**src/rtl/rpy_pkg.sv**
```systemverilog
// Shared constants, types and the arctangent table for the Y-axis point rotation block.
package rpy_pkg;

    // Coordinate and configuration widths
    localparam int C_COORD_W = 32;
    localparam int C_ANG_W   = 17;
    localparam int C_CFG_W   = 32;
    localparam int C_IDX_W   = 2;

    // Register indexes of the configuration port
    localparam logic [C_IDX_W-1:0] C_CFG_PIVOT_X = 2'd0;
    localparam logic [C_IDX_W-1:0] C_CFG_PIVOT_Z = 2'd1;
    localparam logic [C_IDX_W-1:0] C_CFG_ANGLE   = 2'd2;

    // Angle units: Q9.7 degrees
    localparam int C_DEG_FULL    = 46080;
    localparam int C_DEG_HALF    = 23040;
    localparam int C_DEG_QUARTER = 11520;
    localparam int C_NEG_W       = C_ANG_W + 1;
    localparam int C_FOLD_W      = 16;

    // Degree to Q2.30 radian scale and CORDIC start value
    localparam int C_RAD_PER_DEG = 18740330;
    localparam int C_RAD_W       = 26;
    localparam int C_PROD_RAD_W  = C_FOLD_W + C_RAD_W;
    localparam int C_RAD_SHIFT   = 7;
    localparam int C_GAIN_INV    = 652032874;

    // CORDIC datapath
    localparam int C_TRIG_ITERS = 16;
    localparam int C_ATAN_N     = 24;
    localparam int C_ITERS      = (C_TRIG_ITERS > C_ATAN_N) ? C_ATAN_N : C_TRIG_ITERS;
    localparam int C_ITER_W     = $clog2(C_ATAN_N);
    localparam int C_CW         = 34;
    localparam int C_ZW         = 33;
    localparam int C_TRIG_W     = 30;

    // Rotation datapath
    localparam int C_DIFF_W = C_COORD_W + 1;
    localparam int C_MUL_W  = C_DIFF_W + C_TRIG_W;
    localparam int C_SUM_W  = C_MUL_W + 1;
    localparam int C_RND_SH = 28;
    localparam int C_OFF_W  = C_SUM_W - C_RND_SH;
    localparam int C_RES_W  = C_OFF_W + 1;

    // Trig unit status and results toward the datapath
    typedef struct packed {
        logic                       busy;
        logic signed [C_TRIG_W-1:0] cs;
        logic signed [C_TRIG_W-1:0] sn;
    } t_trig;

    // round(atan(2^-i) * 2^30)
    function automatic logic signed [C_ZW-1:0] atan_q30(input logic [C_ITER_W-1:0] idx);
        logic signed [C_ZW-1:0] v;
        case (idx)
            5'd0:    v = 33'sd843314857;
            5'd1:    v = 33'sd497837829;
            5'd2:    v = 33'sd263043837;
            5'd3:    v = 33'sd133525159;
            5'd4:    v = 33'sd67021687;
            5'd5:    v = 33'sd33543516;
            5'd6:    v = 33'sd16775851;
            5'd7:    v = 33'sd8388437;
            5'd8:    v = 33'sd4194283;
            5'd9:    v = 33'sd2097149;
            5'd10:   v = 33'sd1048576;
            5'd11:   v = 33'sd524288;
            5'd12:   v = 33'sd262144;
            5'd13:   v = 33'sd131072;
            5'd14:   v = 33'sd65536;
            5'd15:   v = 33'sd32768;
            5'd16:   v = 33'sd16384;
            5'd17:   v = 33'sd8192;
            5'd18:   v = 33'sd4096;
            5'd19:   v = 33'sd2048;
            5'd20:   v = 33'sd1024;
            5'd21:   v = 33'sd512;
            5'd22:   v = 33'sd256;
            5'd23:   v = 33'sd128;
            default: v = 33'sd0;
        endcase
        return v;
    endfunction

endpackage

```
**src/rtl/rpy_trig.sv**
```systemverilog
// Iterative CORDIC that turns the negated configured angle into Q28 cosine and sine.
module rpy_trig
    import rpy_pkg::*;
(
    input  logic                      i_clk,
    input  logic                      i_rst_n,
    input  logic                      i_start,
    input  logic signed [C_ANG_W-1:0] i_angle,
    output t_trig                     o_trig
);

    typedef enum logic [2:0] {
        ST_IDLE,
        ST_REDUCE,
        ST_SCALE,
        ST_RAD,
        ST_ITER,
        ST_DONE
    } t_state;

    t_state                         r_state;
    logic                           r_flip;
    logic signed [C_FOLD_W-1:0]     r_fold;
    logic signed [C_PROD_RAD_W-1:0] r_prod;
    logic signed [C_CW-1:0]         r_x;
    logic signed [C_CW-1:0]         r_y;
    logic signed [C_ZW-1:0]         r_z;
    logic [C_ITER_W-1:0]            r_iter;
    logic signed [C_TRIG_W-1:0]     r_cs;
    logic signed [C_TRIG_W-1:0]     r_sn;

    logic signed [C_NEG_W-1:0]      neg_ang;
    logic signed [C_NEG_W-1:0]      wrap_ang;
    logic signed [C_FOLD_W-1:0]     n_fold;
    logic                           n_flip;
    logic signed [C_PROD_RAD_W-1:0] rad_rnd;
    logic signed [C_CW-1:0]         sh_x;
    logic signed [C_CW-1:0]         sh_y;
    logic signed [C_CW-1:0]         n_x;
    logic signed [C_CW-1:0]         n_y;
    logic signed [C_ZW-1:0]         n_z;
    logic signed [C_CW-1:0]         fin_x;
    logic signed [C_CW-1:0]         fin_y;
    logic signed [C_CW-1:0]         rnd_x;
    logic signed [C_CW-1:0]         rnd_y;

    // Negate, wrap into [-180, 180), fold into [-90, 90]
    always_comb begin
        neg_ang = C_NEG_W'(0) - C_NEG_W'(i_angle);
        if (neg_ang >= C_NEG_W'(C_DEG_HALF)) begin
            wrap_ang = neg_ang - C_NEG_W'(C_DEG_FULL);
        end else if (neg_ang < -C_NEG_W'(C_DEG_HALF)) begin
            wrap_ang = neg_ang + C_NEG_W'(C_DEG_FULL);
        end else begin
            wrap_ang = neg_ang;
        end
        n_flip = 1'b1;
        if (wrap_ang > C_NEG_W'(C_DEG_QUARTER)) begin
            n_fold = C_FOLD_W'(wrap_ang - C_NEG_W'(C_DEG_HALF));
        end else if (wrap_ang < -C_NEG_W'(C_DEG_QUARTER)) begin
            n_fold = C_FOLD_W'(wrap_ang + C_NEG_W'(C_DEG_HALF));
        end else begin
            n_fold = C_FOLD_W'(wrap_ang);
            n_flip = 1'b0;
        end
    end

    // One rotation-mode step per cycle, plus the radian rounding and the final flip and Q28 rounding
    always_comb begin
        rad_rnd = (r_prod + C_PROD_RAD_W'(64)) >>> C_RAD_SHIFT;
        sh_x    = r_x >>> r_iter;
        sh_y    = r_y >>> r_iter;
        if (!r_z[C_ZW-1]) begin
            n_x = r_x - sh_y;
            n_y = r_y + sh_x;
            n_z = r_z - atan_q30(r_iter);
        end else begin
            n_x = r_x + sh_y;
            n_y = r_y - sh_x;
            n_z = r_z + atan_q30(r_iter);
        end
        fin_x = r_flip ? -r_x : r_x;
        fin_y = r_flip ? -r_y : r_y;
        rnd_x = (fin_x + C_CW'(2)) >>> 2;
        rnd_y = (fin_y + C_CW'(2)) >>> 2;
    end

    always_ff @(posedge i_clk) begin
        if (!i_rst_n) begin
            r_state <= ST_REDUCE;
            r_iter  <= '0;
        end else if (i_start) begin
            r_state <= ST_REDUCE;
        end else begin
            unique case (r_state)
                ST_IDLE: begin
                    r_state <= ST_IDLE;
                end
                ST_REDUCE: begin
                    r_fold  <= n_fold;
                    r_flip  <= n_flip;
                    r_state <= ST_SCALE;
                end
                ST_SCALE: begin
                    r_prod  <= C_PROD_RAD_W'(r_fold) * C_PROD_RAD_W'(C_RAD_PER_DEG);
                    r_state <= ST_RAD;
                end
                ST_RAD: begin
                    r_z     <= C_ZW'(rad_rnd);
                    r_x     <= C_CW'(C_GAIN_INV);
                    r_y     <= '0;
                    r_iter  <= '0;
                    r_state <= ST_ITER;
                end
                ST_ITER: begin
                    r_x    <= n_x;
                    r_y    <= n_y;
                    r_z    <= n_z;
                    r_iter <= r_iter + C_ITER_W'(1);
                    if (r_iter == C_ITER_W'(C_ITERS - 1)) begin
                        r_state <= ST_DONE;
                    end
                end
                ST_DONE: begin
                    r_cs    <= C_TRIG_W'(rnd_x);
                    r_sn    <= C_TRIG_W'(rnd_y);
                    r_state <= ST_IDLE;
                end
                default: begin
                    r_state <= ST_IDLE;
                end
            endcase
        end
    end

    assign o_trig.busy = (r_state != ST_IDLE);
    assign o_trig.cs   = r_cs;
    assign o_trig.sn   = r_sn;

endmodule

```
**config.mk**
```make
export PLATFORM = sky130hd
export DESIGN_NAME = rpy_trig
export DESIGN_NICKNAME = d
export VERILOG_FILES = /design/src/rtl/rpy_pkg.sv /design/src/rtl/rpy_trig.sv
export SDC_FILE = /design/constraint.sdc
export NUM_CORES = 1
export LEC_CHECK = 0
export BUFFER_PORTS_ARGS = -buffer_cell sky130_fd_sc_hd__buf_4
export CORE_MARGIN = 8
export CORE_UTILIZATION = 25
export CTS_CLUSTER_DIAMETER = 150
export CTS_CLUSTER_SIZE = 28
export DETAILED_ROUTE_END_ITERATION = 8
export PLACE_DENSITY = 0.36
export SLEW_MARGIN = 20
export SYNTH_ARGS = -nofsm -noshare
export SYNTH_HDL_FRONTEND = slang
export SYNTH_SLANG_ARGS = --single-unit
```
**constraint.sdc**
```tcl
create_clock -name i_clk -period 16.3 [get_ports i_clk]
set_input_delay 1.63 -clock i_clk [delete_from_list [all_inputs] [get_ports i_clk]]
set_output_delay 1.63 -clock i_clk [all_outputs]
set_load 0.005 [all_outputs]
```
* Word level (Yosys, flattened, before mapping)
Memories as Yosys holds them, arrays and structs flattened. A register that Yosys moved wholly into a read port is not among the register bits.
Cells that the tools add are included.
** Storage, ports and cells
- Bits in registers :: 225
- Input port bits :: 20
- Memories :: 2
- Word-level logic and storage cells :: 75
- ROM bits :: 1920
** Memory list
- (name not given) :: depth 32, bits a word 30, rd ports 1, clocked after memory_dff 1, wr ports 0, RTL line rpy_pkg.sv:56 : case (idx)
- (name not given) :: depth 32, bits a word 30, rd ports 1, clocked after memory_dff 1, wr ports 0, RTL line rpy_pkg.sv:56
** Operators by class
- Shift-type cells :: 2
- Reduce and logical (&&, ||, !) cells :: 8
- Add/subtract/negate cells :: 17
- Mux-type cells :: 22
- Order comparisons :: 4
- Bitwise gates (word level) :: 2
- $mul :: 1
- Equal/unequal tests :: 7
** Operators by type and width (count)
- $pmux W34 S2 :: 2
- $mux W33 :: 3
- $add A34 B34 Y34 :: 2
- $mux W34 :: 2
- $sshr A34 B5 Y34 :: 2
- $sub A34 B34 Y34 :: 2
- $pmux W33 S2 :: 1
- $add A32 B3 Y32 const B :: 2
- $mux W32 :: 2
- $neg A32 Y32 :: 2
- $add A40 B8 Y40 const B :: 1
- $mul A16 B25 Y39 const B :: 1
- $mux W18 :: 2
- $add A33 B33 Y33 :: 1
- $sub A33 B33 Y33 :: 1
- $mux W16 :: 2
- $mux W5 :: 4
- $add A18 B17 Y18 const B :: 1
- $ge A18 B16 Y1 const B :: 1
- $gt A18 B15 Y1 const B :: 1
- $lt A18 B15 Y1 const B :: 1
- $lt A18 B16 Y1 const B :: 1
- $sub A1 B17 Y18 const A :: 1
- $sub A18 B17 Y18 const B :: 1
- other kinds (18) :: 24

* Logic depth before layout (Yosys ltp)
Gate-level depths: netlist of run 1.
- Word-level depth :: 7
- Depth in mapped cells :: 29
- Mapped depth without buffers :: 26

* Worst setup path after synthesis of run 1
OpenSTA, ideal clock, no wires.
- Path type :: flip-flop to flip-flop
- From :: register r_fold[5]
- To :: register r_prod[39] (data pin)
- Setup time :: 0.259 ns
- Period minus slack after synthesis :: 6.976 ns
- Arrival :: 6.717 ns
- Setup slack :: 9.324 ns
- Stages on the path, launching flop included :: 24
- Cell sequence :: edfxtp_1 -> fa_1 -> inv_1 -> fa_1 -> fa_1 -> inv_1 -> fa_1 -> inv_1 -> fa_1 -> inv_1 -> fa_1 -> ha_1 -> a21o_1 -> a21o_1 -> a21o_1 -> a221o_1 -> a21o_1 -> o41ai_1 -> o2111ai_1 -> o211ai_1 -> nor2_1 -> a2111oi_0 -> a21oi_1 -> xnor2_1
** Between the ends
- Longest elaborated chain between the ends :: 1
** RTL lines
- start, declared :: RTL line rpy_trig.sv:23 : logic signed [C_FOLD_W-1:0] r_fold;
- start signal, assigned :: RTL line rpy_trig.sv:100 : r_fold <= n_fold;
- $mul A16 B25 Y39 :: RTL line rpy_trig.sv:105 : r_prod <= C_PROD_RAD_W'(r_fold) * C_PROD_RAD_W'(C_RAD_PER_DEG);
- end signal, assigned :: RTL line rpy_trig.sv:105
- end, declared :: RTL line rpy_trig.sv:24 : logic signed [C_PROD_RAD_W-1:0] r_prod;
Every way passes these cells.
A chain may end at the register's enable or synchronous reset.

* Worst setup path after layout of run 1
Ends and elaborated chain as after synthesis.

==> summary.md, run 1 <==
| Metric | Value |
|---|---|
| Status | `completed` |
| Setup WS pre-CTS | `around 8600 ps` |
| Initial antenna violation count | `2` |
| Worst Path Arrival | `7960 ps` |
| Cells after Synth | `approximately 3.3k` |
| Die extent in y | `~370 microns` |
| Setup_tns | `0 ps` |
| DRT Wirelength | `~96 mm` |
| Unrepaired setup endpoints after global routing | `no` |
| Routed vias/inst | `about 5` |
| Depth of the most critical reg-to-reg path | `23` |
| Synth area leaders | `edfxtp_1 (21%), ha_1 (12%), fa_1 (8.6%), mux4_2 (6.6%), xnor2_1 (6.5%)` |
| Reg-to-Reg Start | `r_fold[5]$_DFFE_PP_` |
| Buffers plus inverters on the worst setup path | `4` |
| Worst-path fanout max | `8` |
| Worst-margin pin slew | `slightly below 1000 ps` |
| I/O Pins | `81` |
| TritonCTS clock tree | `yes` |
| Hold depth | `2` |
| CTS buffer count | `14` |
| Syn nets | `between 3k and 4k` |
| Root buffer cell | `clkbuf_16` |
| CTS sink count | `250` |
| Die area | `around 130,000 sq um` |
| Grt total ovfl | `0` |
| Max VDD drop | `between 0.1 and 0.15 mV` |
| Core Rows | `about 130` |
| Synth top area share | `0.2082` |
| Number of global-route vias before repair | `between 20k and 30k` |
| #FFs+latches synth | `250` |
| Layout cells sized above 1 | `0.09020` |
| Total GRT Usage | `0.1388` |
| Post-CTS sizing | `0` |
| Fin crit share | `0.4701` |
| Relative slew slack | `0.3343` |
| Avg WL per Cell | `19.33 microns` |
| Dpl cell area | `32,760 sq um` |
| Crit Path Class | `flop to flop` |
| Worst hold path endpoint | `r_state[0]$_SDFFE_PN1P_` |
| Most used cell, CP | `fa_1` |
| DRT antenna net count | `0` |
| Nets | `3,751` |
| Post-synth EDFFs | `212` |
| Static leakage | `between 10 and 15 nW` |
| Reg-to-reg slack, setup | `about 8600 ps` |
| Setup violators final | `0` |
| Initial Util | `0.2515` |
| Commonest non-fill, non-tap cell in the layout | `inv_1` |
| Startpoint types | `flop` |
| DR iter-0 viols | `1,375` |
| Routability cong. | `between 0.8 and 0.9` |
| Ys async rst share | `0` |
| H-tree depth | `1` |
| Netlist cell types | `approximately 110` |
| Hold Path Class | `flop to flop` |
| Slowest-stage cell, CP | `fa_1` |
| Max-slew violations | `0` |
| Chip Width | `approximately 370 microns` |
| Max Cap Viol | `0` |
| Commonest cells after routing, fill and taps aside | `inv_1 (298), nor2_1 (291), ha_1 (282)` |
| Clk slew on worst S/H paths | `about 120 ps` |
| Crit-path cells | `fa_1 > inv_1 > fa_1 > fa_1 > inv_1 > fa_1 > inv_1 > fa_1 > inv_1 > fa_1 > ha_1 > a21o_1 > a21o_1 > a21o_1 > a221o_1 > a21o_1 > o41ai_1 > o2111ai_1 > o211ai_1 > nor2_1 > a2111oi_0 > a21oi_1 > xnor2_1` |
| R2R Path End | `r_prod[39]$_DFFE_PP_` |
| Vias after detailed routing | `around 24k` |
| Synth area leader | `edfxtp_1` |
| Register area share after synthesis | `0.2331` |
| Post-route cell area | `33,220 sq um` |
| Postcts setup bufs | `0` |
| Synth Flop Type | `edfxtp_1` |
| Post-route DRC violation count | `0` |
| CP endpoint kind | `flop` |
| Max Fclk | `roughly 0.13 GHz` |
| Post-DP HPWL | `between 70 and 80 mm` |
| Synth Cell Area | `just over 30,000 sq um` |
| Max incr delay on CP | `between 700 and 800 ps` |
| P per Cell Area | `~120 nW/um^2` |
| Hold Buf Count CTS | `0` |
| Fin. Hold Viols | `0` |
| Clock skew | `roughly 22 ps` |
| First-pass GRT wire length | `150.7 mm` |
| Final WS setup | `between 8000 and 9000 ps` |
| Worst Hold Launch | `r_state[0]$_SDFFE_PN1P_` |
| Largest net degree at the start of global routing | `just under 80` |
| Average size of a mapped cell | `approximately 9.1 sq um` |
| Worst-Skew Late Latency | `approximately 560 ps` |
| Fin crit period | `7663 ps` |
| Layout overhead on the synthesized area | `8.651%` |
| Worst Path Required | `16,600 ps` |
| Hold slack | `roughly 660 ps` |
| Buffers on Ports | `80` |
| Clock tree buffer depth | `3` |
| Ys Warns | `0` |
| CORE AREA | `121,600 sq um` |
| Cell family with the largest share of critical-path delay | `adder cells` |
| 1st-pass router iterations | `5` |
==> cells by family after synthesis <==
group,share of synthesized area
flip-flops,0.2331
multiplexers,0.08667
AND/OR/NAND/NOR,0.1520
buffers and inverters,0.05786
adder cells (fa/ha/maj),0.2012
AO/OA/AOI/OAI,0.1566
XOR/XNOR,0.1126
==> area by class of cell <==
cell class | instances | area [sq um]
multi-input cells | 2650 | 21700
repair buffers | 101 | 758.2
clock inverters | 7 | 76.32
clock buffers | 17 | 382.9
diodes | 1 | 2.502
flip-flops and latches | 250 | 7136
well taps | 1625 | 2033
inverters | 301 | 1130
fillers | 13140 | 88340
==> layer usage <==
metal,vias up,routed length [microns],GRT usage
li1,11880,-,-
met1,11770,43420,0.1804
met2,431,47390,0.2500
met3,69,3304,0.01545
met4,2,1607,0.02378
met5,-,12,0
==> where the power goes <==
group	switching, mW	internal, mW
combinational	1.47	1.15
sequential	0.0192	0.848
clock	0.264	0.179
total	1.75	2.18
==> worst reg2reg max path: cells and delay by family (launching register included) <==
| family | cells | cell delay (ps) |
|---|---|---|
| simple gates | 1 | 70 |
| compound gates | 10 | 2830 |
| xor+xnor | 1 | 160 |
| flops | 1 | 610 |
| fa+ha+maj | 7 | 3480 |
| buf+inv | 4 | 260 |
==> worst max-delay path by stage <==
stage / to / from / cells after the start
2_1_floorplan: r_prod[39]$_DFFE_PP_ / r_fold[5]$_DFFE_PP_ / 23
3_3_place_gp: r_prod[39]$_DFFE_PP_ / r_fold[5]$_DFFE_PP_ / 23
3_5_place_dp: r_prod[39]$_DFFE_PP_ / r_fold[5]$_DFFE_PP_ / 23
4_1_cts: r_prod[39]$_DFFE_PP_ / r_fold[5]$_DFFE_PP_ / 23
5_1_grt: r_prod[39]$_DFFE_PP_ / r_fold[5]$_DFFE_PP_ / 23
6_report: r_prod[39]$_DFFE_PP_ / r_fold[5]$_DFFE_PP_ / 23
==> Yosys cell counts (all sizes together), types with 61 or more instances <==
| library cell | count |
|---|---|
| a21o | 74 |
| a21oi | 217 |
| buf | 61 |
| clkbuf | 84 |
| edfxtp | 212 |
| fa | 131 |
| ha | 282 |
| inv | 300 |
| mux4 | 94 |
| nand2 | 268 |
| nor2 | 292 |
| nor3 | 88 |
| o21ai | 157 |
| xnor2 | 227 |
| xor2 | 166 |
==> per-stage QoR <==
stage | power, mW | util | instances
finish | 3.930 | 0.2733 | 4952
global route | 4.385 | 0.2733 | 4951
CTS | 4.057 | 0.2733 | 4951
detailed placement | 3.577 | 0.2695 | 4927
global placement | 3.592 | 0.2695 | 4927
floorplan | 2.874 | - | 3346
Power figures use the tool's default switching activity.
==> run 2: changes to the inputs <==
--- a/config.mk
+++ b/config.mk
@@ -5,6 +5,7 @@
 export SDC_FILE = /design/constraint.sdc
 export NUM_CORES = 1
 export LEC_CHECK = 0
+export ABC_AREA = 1
 export BUFFER_PORTS_ARGS = -buffer_cell sky130_fd_sc_hd__buf_4
 export CORE_MARGIN = 8
 export CORE_UTILIZATION = 25
==> constraint.sdc (replaced) <==
create_clock -name i_clk -period 7.8 [get_ports i_clk]
set_input_delay 0.78 -clock i_clk [delete_from_list [all_inputs] [get_ports i_clk]]
set_output_delay 0.78 -clock i_clk [all_outputs]
set_load 0.005 [all_outputs]
==> summary.md, run 2 <==
| Metric | Value |
|---|---|
| Status | `completed` |
| Initial Util | `0.2516 (about the same)` |
| Number of global-route vias before repair | `28.28k (+13%)` |
| Core Rows | `130 (+1.6%)` |
| Max Fclk | `0.1562 GHz (+20%)` |
| Synth top area share | `0.2015 (-0.006712)` |
| Sequential share of power | `0.214 (-0.007)` |
| Cell family with the largest share of critical-path delay | `adder cells` |
| DRT Wirelength | `109.0 mm (+14%)` |
| Max incr delay on CP | `660 ps (-50 ps)` |
| Worst-margin pin slew | `954.8 ps (-29.88 ps)` |
| Dpl cell area | `33,930 sq um (+3.6%)` |
| Clock skew | `33.29 ps (+11.52 ps)` |
| Setup violators final | `0 (unchanged)` |
| Unrepaired setup endpoints after global routing | `no` |
| Post-DP HPWL | `90.55 mm (+18%)` |
| Die extent in y | `371.5 microns (+1.6%)` |
| Static leakage | `15.70 nW (+18%)` |
| Post-synth EDFFs | `212 (unchanged)` |
| Synth top cells by count | `nand2_1 (1,023), inv_1 (621), nor2_1 (322)` |
| Net Sw Power | `4.089 mW (+130%)` |
| Netlist cell types | `77 (-29%)` |
| Synth Cell Area | `31,590 sq um (+3.3%)` |
| Synth area leaders | `edfxtp_1 (20%), nand2_1 (12%), ha_1 (11%), fa_1 (8.3%), inv_1 (7.4%)` |
| Ys async rst share | `0 (unchanged)` |
| I/O Pins | `81 (unchanged)` |
| Post-route DRC violation count | `0 (unchanged)` |
| H-tree depth | `1 (unchanged)` |
| Multi-input logic area | `21,500 sq um (-0.92%)` |
| Clock Power Share | `0.144 (+0.031)` |
| Sw Ratio | `0.4866 (+0.04153)` |
| Antenna diode count | `0 (-1)` |
| Total Power | `8.403 mW (+110%)` |
| Worst Path Arrival | `6750 ps (-1210 ps)` |
| Grt met1 use | `0.1959 (+0.01556)` |
| Post-route cell area | `34,640 sq um (+4.3%)` |
| Fin crit share | `0.8208 (+0.3507)` |
| Utilization after layout | `0.2759 (+0.002564)` |
| Slowest-stage cell, CP | `a21boi_0` |
| Worst Path Required | `8150 ps (-8450 ps)` |
| Max Cap Viol | `0 (unchanged)` |
| Buffers plus inverters on the worst setup path | `2 (-2)` |
| Hold Buf Count CTS | `0 (unchanged)` |
| Worst-Skew Late Latency | `600 ps (+40 ps)` |
| Synth Flop Type | `edfxtp_1` |
| TritonCTS clock tree | `yes` |
| Hold Path Class | `input pin to flop` |
| CP endpoint kind | `flop` |
| Clk slew on worst S/H paths | `110 ps (about the same)` |
| Syn nets | `4,796 (+27%)` |
| Clock tree buffer depth | `3 (unchanged)` |
| Post-CTS sizing | `0 (unchanged)` |
| Layout overhead on the synthesized area | `9.639%` |
| Hold slack | `366.9 ps (-297.1 ps)` |
| Relative slew slack | `0.3635 (+0.02917)` |
| Vias after detailed routing | `27.70k (+15%)` |
| Postcts setup bufs | `0 (unchanged)` |
| DR iter-0 viols | `1,596 (+16%)` |
| Commonest non-fill, non-tap cell in the layout | `nand2_1` |
| CTS buffer count | `18 (+4)` |
| Comb power frac | `0.642 (-0.025)` |
| Average size of a mapped cell | `7.241 sq um (-21%)` |
| Max-slew violations | `0 (unchanged)` |
| Buffers on Ports | `80 (unchanged)` |
| Most common cell in the netlist | `nand2_1` |
| Gr busiest metal | `met2` |
| Worst-path fanout max | `8 (unchanged)` |
| Initial antenna violation count | `1 (-1)` |
| Routed vias/inst | `4.583 (-6.0%)` |
| 1st-pass router iterations | `5 (unchanged)` |
| Total GRT Usage | `0.1541 (+0.01523)` |
| Synth area leader | `edfxtp_1` |
| Met2 GRT Util | `0.2856 (+0.03562)` |
| Layout cells sized above 1 | `0.07466 (-0.01553)` |
| Ys Warns | `0 (unchanged)` |
| DRT antenna net count | `0 (unchanged)` |
| Int Power | `4.314 mW (+98%)` |
| Grt met3 use | `0.01082 (-0.004630)` |
| Chip Width | `371.5 microns (+1.6%)` |
| CORE AREA | `125,600 sq um (+3.3%)` |
| Nets | `4,814 (+28%)` |
| Crit-path cells | `inv_1 > ha_1 > fa_1 > fa_1 > fa_1 > fa_1 > inv_1 > ha_1 > ha_1 > a21oi_1 > o21ai_1 > a21oi_1 > o21ai_1 > a21boi_0 > o21ai_1 > a31oi_1 > o21ai_1 > nand3_1 > nand2_1 > xor2_1` |
| #FFs+latches synth | `250 (unchanged)` |
| Avg WL per Cell | `18.03 microns (-6.7%)` |
| Setup_tns | `0 ps (unchanged)` |
| P per Cell Area | `242.6 nW/um^2 (+110%)` |
| Crit Path Class | `flop to flop` |
| Cells after Synth | `4,363 (+30%)` |
| First-pass GRT wire length | `167.7 mm (+11%)` |
| Reg area | `7134 sq um (about the same)` |
| Root buffer cell | `clkbuf_16` |
| Fin crit period | `6402 ps (-1261 ps)` |
| Max VDD drop | `0.3206 mV (+120%)` |
| Largest net degree at the start of global routing | `86 (+10%)` |
| Startpoint types | `flop` |
| Commonest cells after routing, fill and taps aside | `nand2_1 (1,022), inv_1 (618), nor2_1 (318)` |
| Routability cong. | `0.8588 (+3.9%)` |
| Fillers | `14.03k (+6.8%)` |
| Register area share after synthesis | `0.2256 (-0.007514)` |
| CTS sink count | `250 (unchanged)` |
| Fin. Hold Viols | `0 (unchanged)` |
| Die area | `138,000 sq um (+3.2%)` |
| Grt total ovfl | `0 (unchanged)` |
-- run 2: worst register-to-register path: cells and delay by family, from the launching register on --
family,cells,cell delay (ps)
flip-flops,1,620
AND/OR/NAND/NOR,2,160
buffers and inverters,2,130
XOR/XNOR,1,140
adder cells (fa/ha/maj),7,3010
AO/OA/AOI/OAI,8,2090
-- run 2: final timing paths --
check / from / end / slack [ps] / depth (start not counted)
worst min-delay path: i_angle[0] / r_fold[0]$_DFFE_PP_ / 370 / 1
worst max-delay path: r_fold[5]$_DFFE_PP_ / r_prod[29]$_DFFE_PP_ / 1400 / 20
worst max register to register: r_fold[5]$_DFFE_PP_ / r_prod[29]$_DFFE_PP_ / 1400 / 20
worst min register to register: r_state[0]$_SDFFE_PN1P_ / r_state[1]$_SDFFE_PN0P_ / 610 / 2
-- run 2: cell families (layout without fill, tap and decap cells) --
logic type,after synthesis,count (layout),synth area share
flops,250,250,0.2256
mux,15,15,0.004871
simple gates,1809,1809,0.2503
buf+inv,758,788,0.09489
compound gates,834,834,0.1468
xor+xnor,284,284,0.08289
fa+ha+maj,413,413,0.1947
-- run 2: metal layers --
layer / share of wire / vias up / routed length, microns
li1: - / 14370 / -
met1: 0.45 / 12780 / 48900
met2: 0.50 / 454 / 54690
met3: 0.029 / 93 / 3150
met4: 0.020 / 2 / 2225
met5: 0.00012 / - / 13
-- run 2: power groups by stage --
stage          logic [mW]  registers, mW  clock network [mW]
6_report             5.40           1.79                1.21
5_1_grt              6.18           1.80                1.30
4_1_cts              5.49           1.79                1.28
3_5_place_dp         5.44           1.83                   0
3_3_place_gp         5.48           1.83                   0
2_1_floorplan        4.00           1.81                   0
-- run 2: area by class of cell --
| cell class | instances | share of cell area |
|---|---|---|
| multi-input cells | 3355 | 0.6207 |
| flip-flops and latches | 250 | 0.2060 |
| inverters | 652 | 0.07069 |
| well taps | 1650 | 0.05960 |
| repair buffers | 104 | 0.02254 |
| clock buffers | 19 | 0.01373 |
| clock inverters | 13 | 0.006755 |
-- run 2: stage by stage --
stage / std cells / setup slack [ps]
finish: 6043 / 1398
global route: 6043 / 841.1
CTS: 6043 / 1368
detailed placement: 6011 / 1403
global placement: 6011 / 1416
floorplan: 4363 / 2096
==> run 3: changes to the inputs <==
--- a/config.mk
+++ b/config.mk
@@ -12,7 +12,7 @@
 export CTS_CLUSTER_DIAMETER = 150
 export CTS_CLUSTER_SIZE = 28
 export DETAILED_ROUTE_END_ITERATION = 8
-export PLACE_DENSITY = 0.36
+export PLACE_DENSITY = 0.37
 export SLEW_MARGIN = 20
 export SYNTH_ARGS = -nofsm -noshare
 export SYNTH_HDL_FRONTEND = slang
==> constraint.sdc (replaced) <==
create_clock -name i_clk -period 5.54 [get_ports i_clk]
set_input_delay 0.554 -clock i_clk [delete_from_list [all_inputs] [get_ports i_clk]]
set_output_delay 0.554 -clock i_clk [all_outputs]
set_load 0.005 [all_outputs]
==> summary.md, run 3 (synthesis results as in run 2) <==
| Metric | Value |
|---|---|
| Status | `completed` |
| CP endpoint kind | `flop` |
| Depth of the most critical reg-to-reg path | `19 (-5.0%)` |
| Hold depth | `1 (unchanged)` |
| Die area | `138,000 sq um (unchanged)` |
| H-tree depth | `1 (unchanged)` |
| Crit Path Class | `flop to flop` |
| Worst-margin pin slew | `967.4 ps (+12.64 ps)` |
| Number of instances in the placed design | `6,259 (+4.1%)` |
| Origin of the worst setup path | `r_fold[6]$_DFFE_PP_` |
| CTS buffer count | `18 (unchanged)` |
| Clock skew | `46.78 ps (+13.49 ps)` |
| Root buffer cell | `clkbuf_16` |
| Post-route DRC violation count | `0 (unchanged)` |
| Sequential share of power | `0.152 (-0.062)` |
| Initial antenna violation count | `2 (+1)` |
| Startpoint types | `flop` |
| Fin crit period | `5377 ps (-1026 ps)` |
| Largest net degree at the start of global routing | `71 (-17%)` |
| Sw Ratio | `0.4507 (-0.03597)` |
| CORE AREA | `125,600 sq um (unchanged)` |
| TritonCTS clock tree | `yes` |
| Post-DP HPWL | `93.81 mm (+3.6%)` |
| Dpl cell area | `35,930 sq um (+5.9%)` |
| Max VDD drop | `0.7133 mV (+120%)` |
| Reg-to-reg slack, setup | `160 ps (-1230 ps)` |
| Initial Util | `0.2516 (unchanged)` |
| Routed vias/inst | `4.579 (about the same)` |
| Reg-to-Reg Start | `r_fold[6]$_DFFE_PP_` |
| Layout overhead on the synthesized area | `18.21%` |
| P per Cell Area | `442.2 nW/um^2 (+82%)` |
| Grt total ovfl | `0 (unchanged)` |
| Fillers | `13.90k (-0.93%)` |
| Commonest non-fill, non-tap cell in the layout | `nand2_1` |
| R2R Path End | `r_prod[33]$_DFFE_PP_` |
| Hold Path Class | `input pin to flop` |
| Max Cap Viol | `0 (unchanged)` |
| Multi-input logic area | `22,110 sq um (+2.8%)` |
| DRT antenna net count | `0 (unchanged)` |
| Layout cells sized above 1 | `0.1505 (+0.07586)` |
| I/O Pins | `81 (unchanged)` |
| Worst Path Required | `5890 ps (-2260 ps)` |
| Reg area | `7134 sq um (unchanged)` |
| First-pass GRT wire length | `171.2 mm (+2.1%)` |
| Core Rows | `130 (unchanged)` |
| Clock tree buffer depth | `3 (unchanged)` |
| Nets | `5,078 (+5.5%)` |
| Commonest cells after routing, fill and taps aside | `nand2_1 (1,012), inv_1 (604), buf_4 (356)` |
| Routability cong. | `0.8753 (+1.9%)` |
| Worst-Skew Late Latency | `590 ps (about the same)` |
| Worst-path fanout max | `3 (-5)` |
| Vias after detailed routing | `28.88k (+4.3%)` |
| Clock Power Share | `0.100 (-0.044)` |
| Avg WL per Cell | `17.75 microns (-1.6%)` |
| Fin crit share | `0.9705 (+0.1497)` |
| Worst Path Arrival | `5730 ps (-1020 ps)` |
| Clk slew on worst S/H paths | `120 ps (about the same)` |
| Unrepaired setup endpoints after global routing | `yes` |
| Chip Width | `371.5 microns (unchanged)` |
| Max-slew violations | `0 (unchanged)` |
| Max Fclk | `0.1860 GHz (+19%)` |
| Die extent in y | `371.5 microns (unchanged)` |
| Fin. Hold Viols | `0 (unchanged)` |
| Layout Cells excl Fill | `6,308 (+4.4%)` |
| Total GRT Usage | `0.1571 (+0.003091)` |
| Buffers on Ports | `80 (unchanged)` |
| Post-route cell area | `37,350 sq um (+7.8%)` |
| Net Sw Power | `7.442 mW (+82%)` |
| Setup violators final | `0 (unchanged)` |
| 1st-pass router iterations | `5 (unchanged)` |
| Relative slew slack | `0.3491 (-0.01437)` |
| Comb power frac | `0.748 (+0.106)` |
| Static leakage | `17.09 nW (+8.9%)` |
| Worst Hold Launch | `i_angle[0]` |
| CTS sink count | `250 (unchanged)` |
| Number of global-route vias before repair | `28.93k (+2.3%)` |
| DRT Wirelength | `112.0 mm (+2.8%)` |
| DR iter-0 viols | `1,645 (+3.1%)` |
| Int Power | `9.072 mW (+110%)` |
| Worst hold path endpoint | `r_fold[0]$_DFFE_PP_` |
## run 3: cell types whose count changed in the layout (fill, tap and decap cells not counted), sizes merged
cell | previous run | this run
buf | 104 | 367
clkbuf | 19 | 22
clkinv | 9 | 6
inv | 653 | 655
bufinv | 1 | 0
diode | 0 | 1
## run 3: repair_timing
action | in CTS | in global routing
hold buffers | 0 | 0
endpoints found under the hold margin | 0 | 0
gates cloned | 0 | 1
pin swaps | 12 | 53
setup endpoints to repair | 8 | 36
setup buffers | 0 | 16
resized for setup | 21 | 130
## run 3: worst max-delay path by stage
stage | end | slack [ps] | cells after the start
detailed placement | r_prod[36]$_DFFE_PP_ | -160 | 21
global route | r_prod[36]$_DFFE_PP_ | -90 | 21
CTS | r_prod[39]$_DFFE_PP_ | -10 | 21
finish | r_prod[33]$_DFFE_PP_ | 160 | 19
floorplan | r_prod[36]$_DFFE_PP_ | -2 | 22
global placement | r_prod[39]$_DFFE_PP_ | -150 | 20
## run 3: per-stage QoR
stage / setup TNS, ps / worst slack, ps / hold slack, ps / utilization / power, mW
floorplan: -2.095 / -2.095 / 513.0 / - / 8.228
global placement: -543.5 / -147.1 / 583.3 / 0.2862 / 12.59
detailed placement: -707.3 / -158.5 / 587.8 / 0.2862 / 12.52
CTS: -11.17 / -11.17 / 138.3 / 0.2923 / 14.72
global route: -155.1 / -87.32 / 160.7 / 0.2974 / 17.93
finish: 0 / 163.3 / 190.6 / 0.2974 / 16.51
## run 3: power by group through the flow
stage / Combinational, mW / Clock, mW / Sequential [mW]
after global routing: 13.6 / 1.78 / 2.52
after global placement: 10.0 / 0 / 2.56
after CTS: 10.5 / 1.75 / 2.52
after floorplan: 5.67 / 0 / 2.55
after detailed placement: 9.96 / 0 / 2.56
final: 12.3 / 1.65 / 2.51
## run 3: metal layers
| metal | GRT usage | share of wire | up-vias |
|---|---|---|---|
| met4 | 0.02267 | 0.015 | 0 |
| met3 | 0.01279 | 0.029 | 68 |
| met5 | 0 | 0 | - |
| met2 | 0.2781 | 0.48 | 397 |
| met1 | 0.2124 | 0.47 | 13510 |
| li1 | - | - | 14910 |
## run 3: final cells by class
| cell class | count | share of cell area |
|---|---|---|
| diodes | 1 | 0.00006701 |
| well taps | 1650 | 0.05528 |
| clock inverters | 11 | 0.005126 |
| multi-input cells | 3355 | 0.5919 |
| inverters | 652 | 0.06577 |
| clock buffers | 21 | 0.01293 |
| flip-flops and latches | 250 | 0.1910 |
| repair buffers | 368 | 0.07789 |
## run 3: worst max-delay path: stages (launching register included)
cell and delay [ps]:
edfxtp_1 450, fa_2 600, inv_2 40, fa_1 470, fa_1 530, inv_2 40
fa_2 520, inv_2 40, fa_2 560, inv_2 40, fa_2 540, ha_4 220
buf_4 140, nand2_1 130, nor2_1 70, nor2_1 150, o221ai_2 120, a221oi_2 230
o21ai_1 130, xor2_1 150
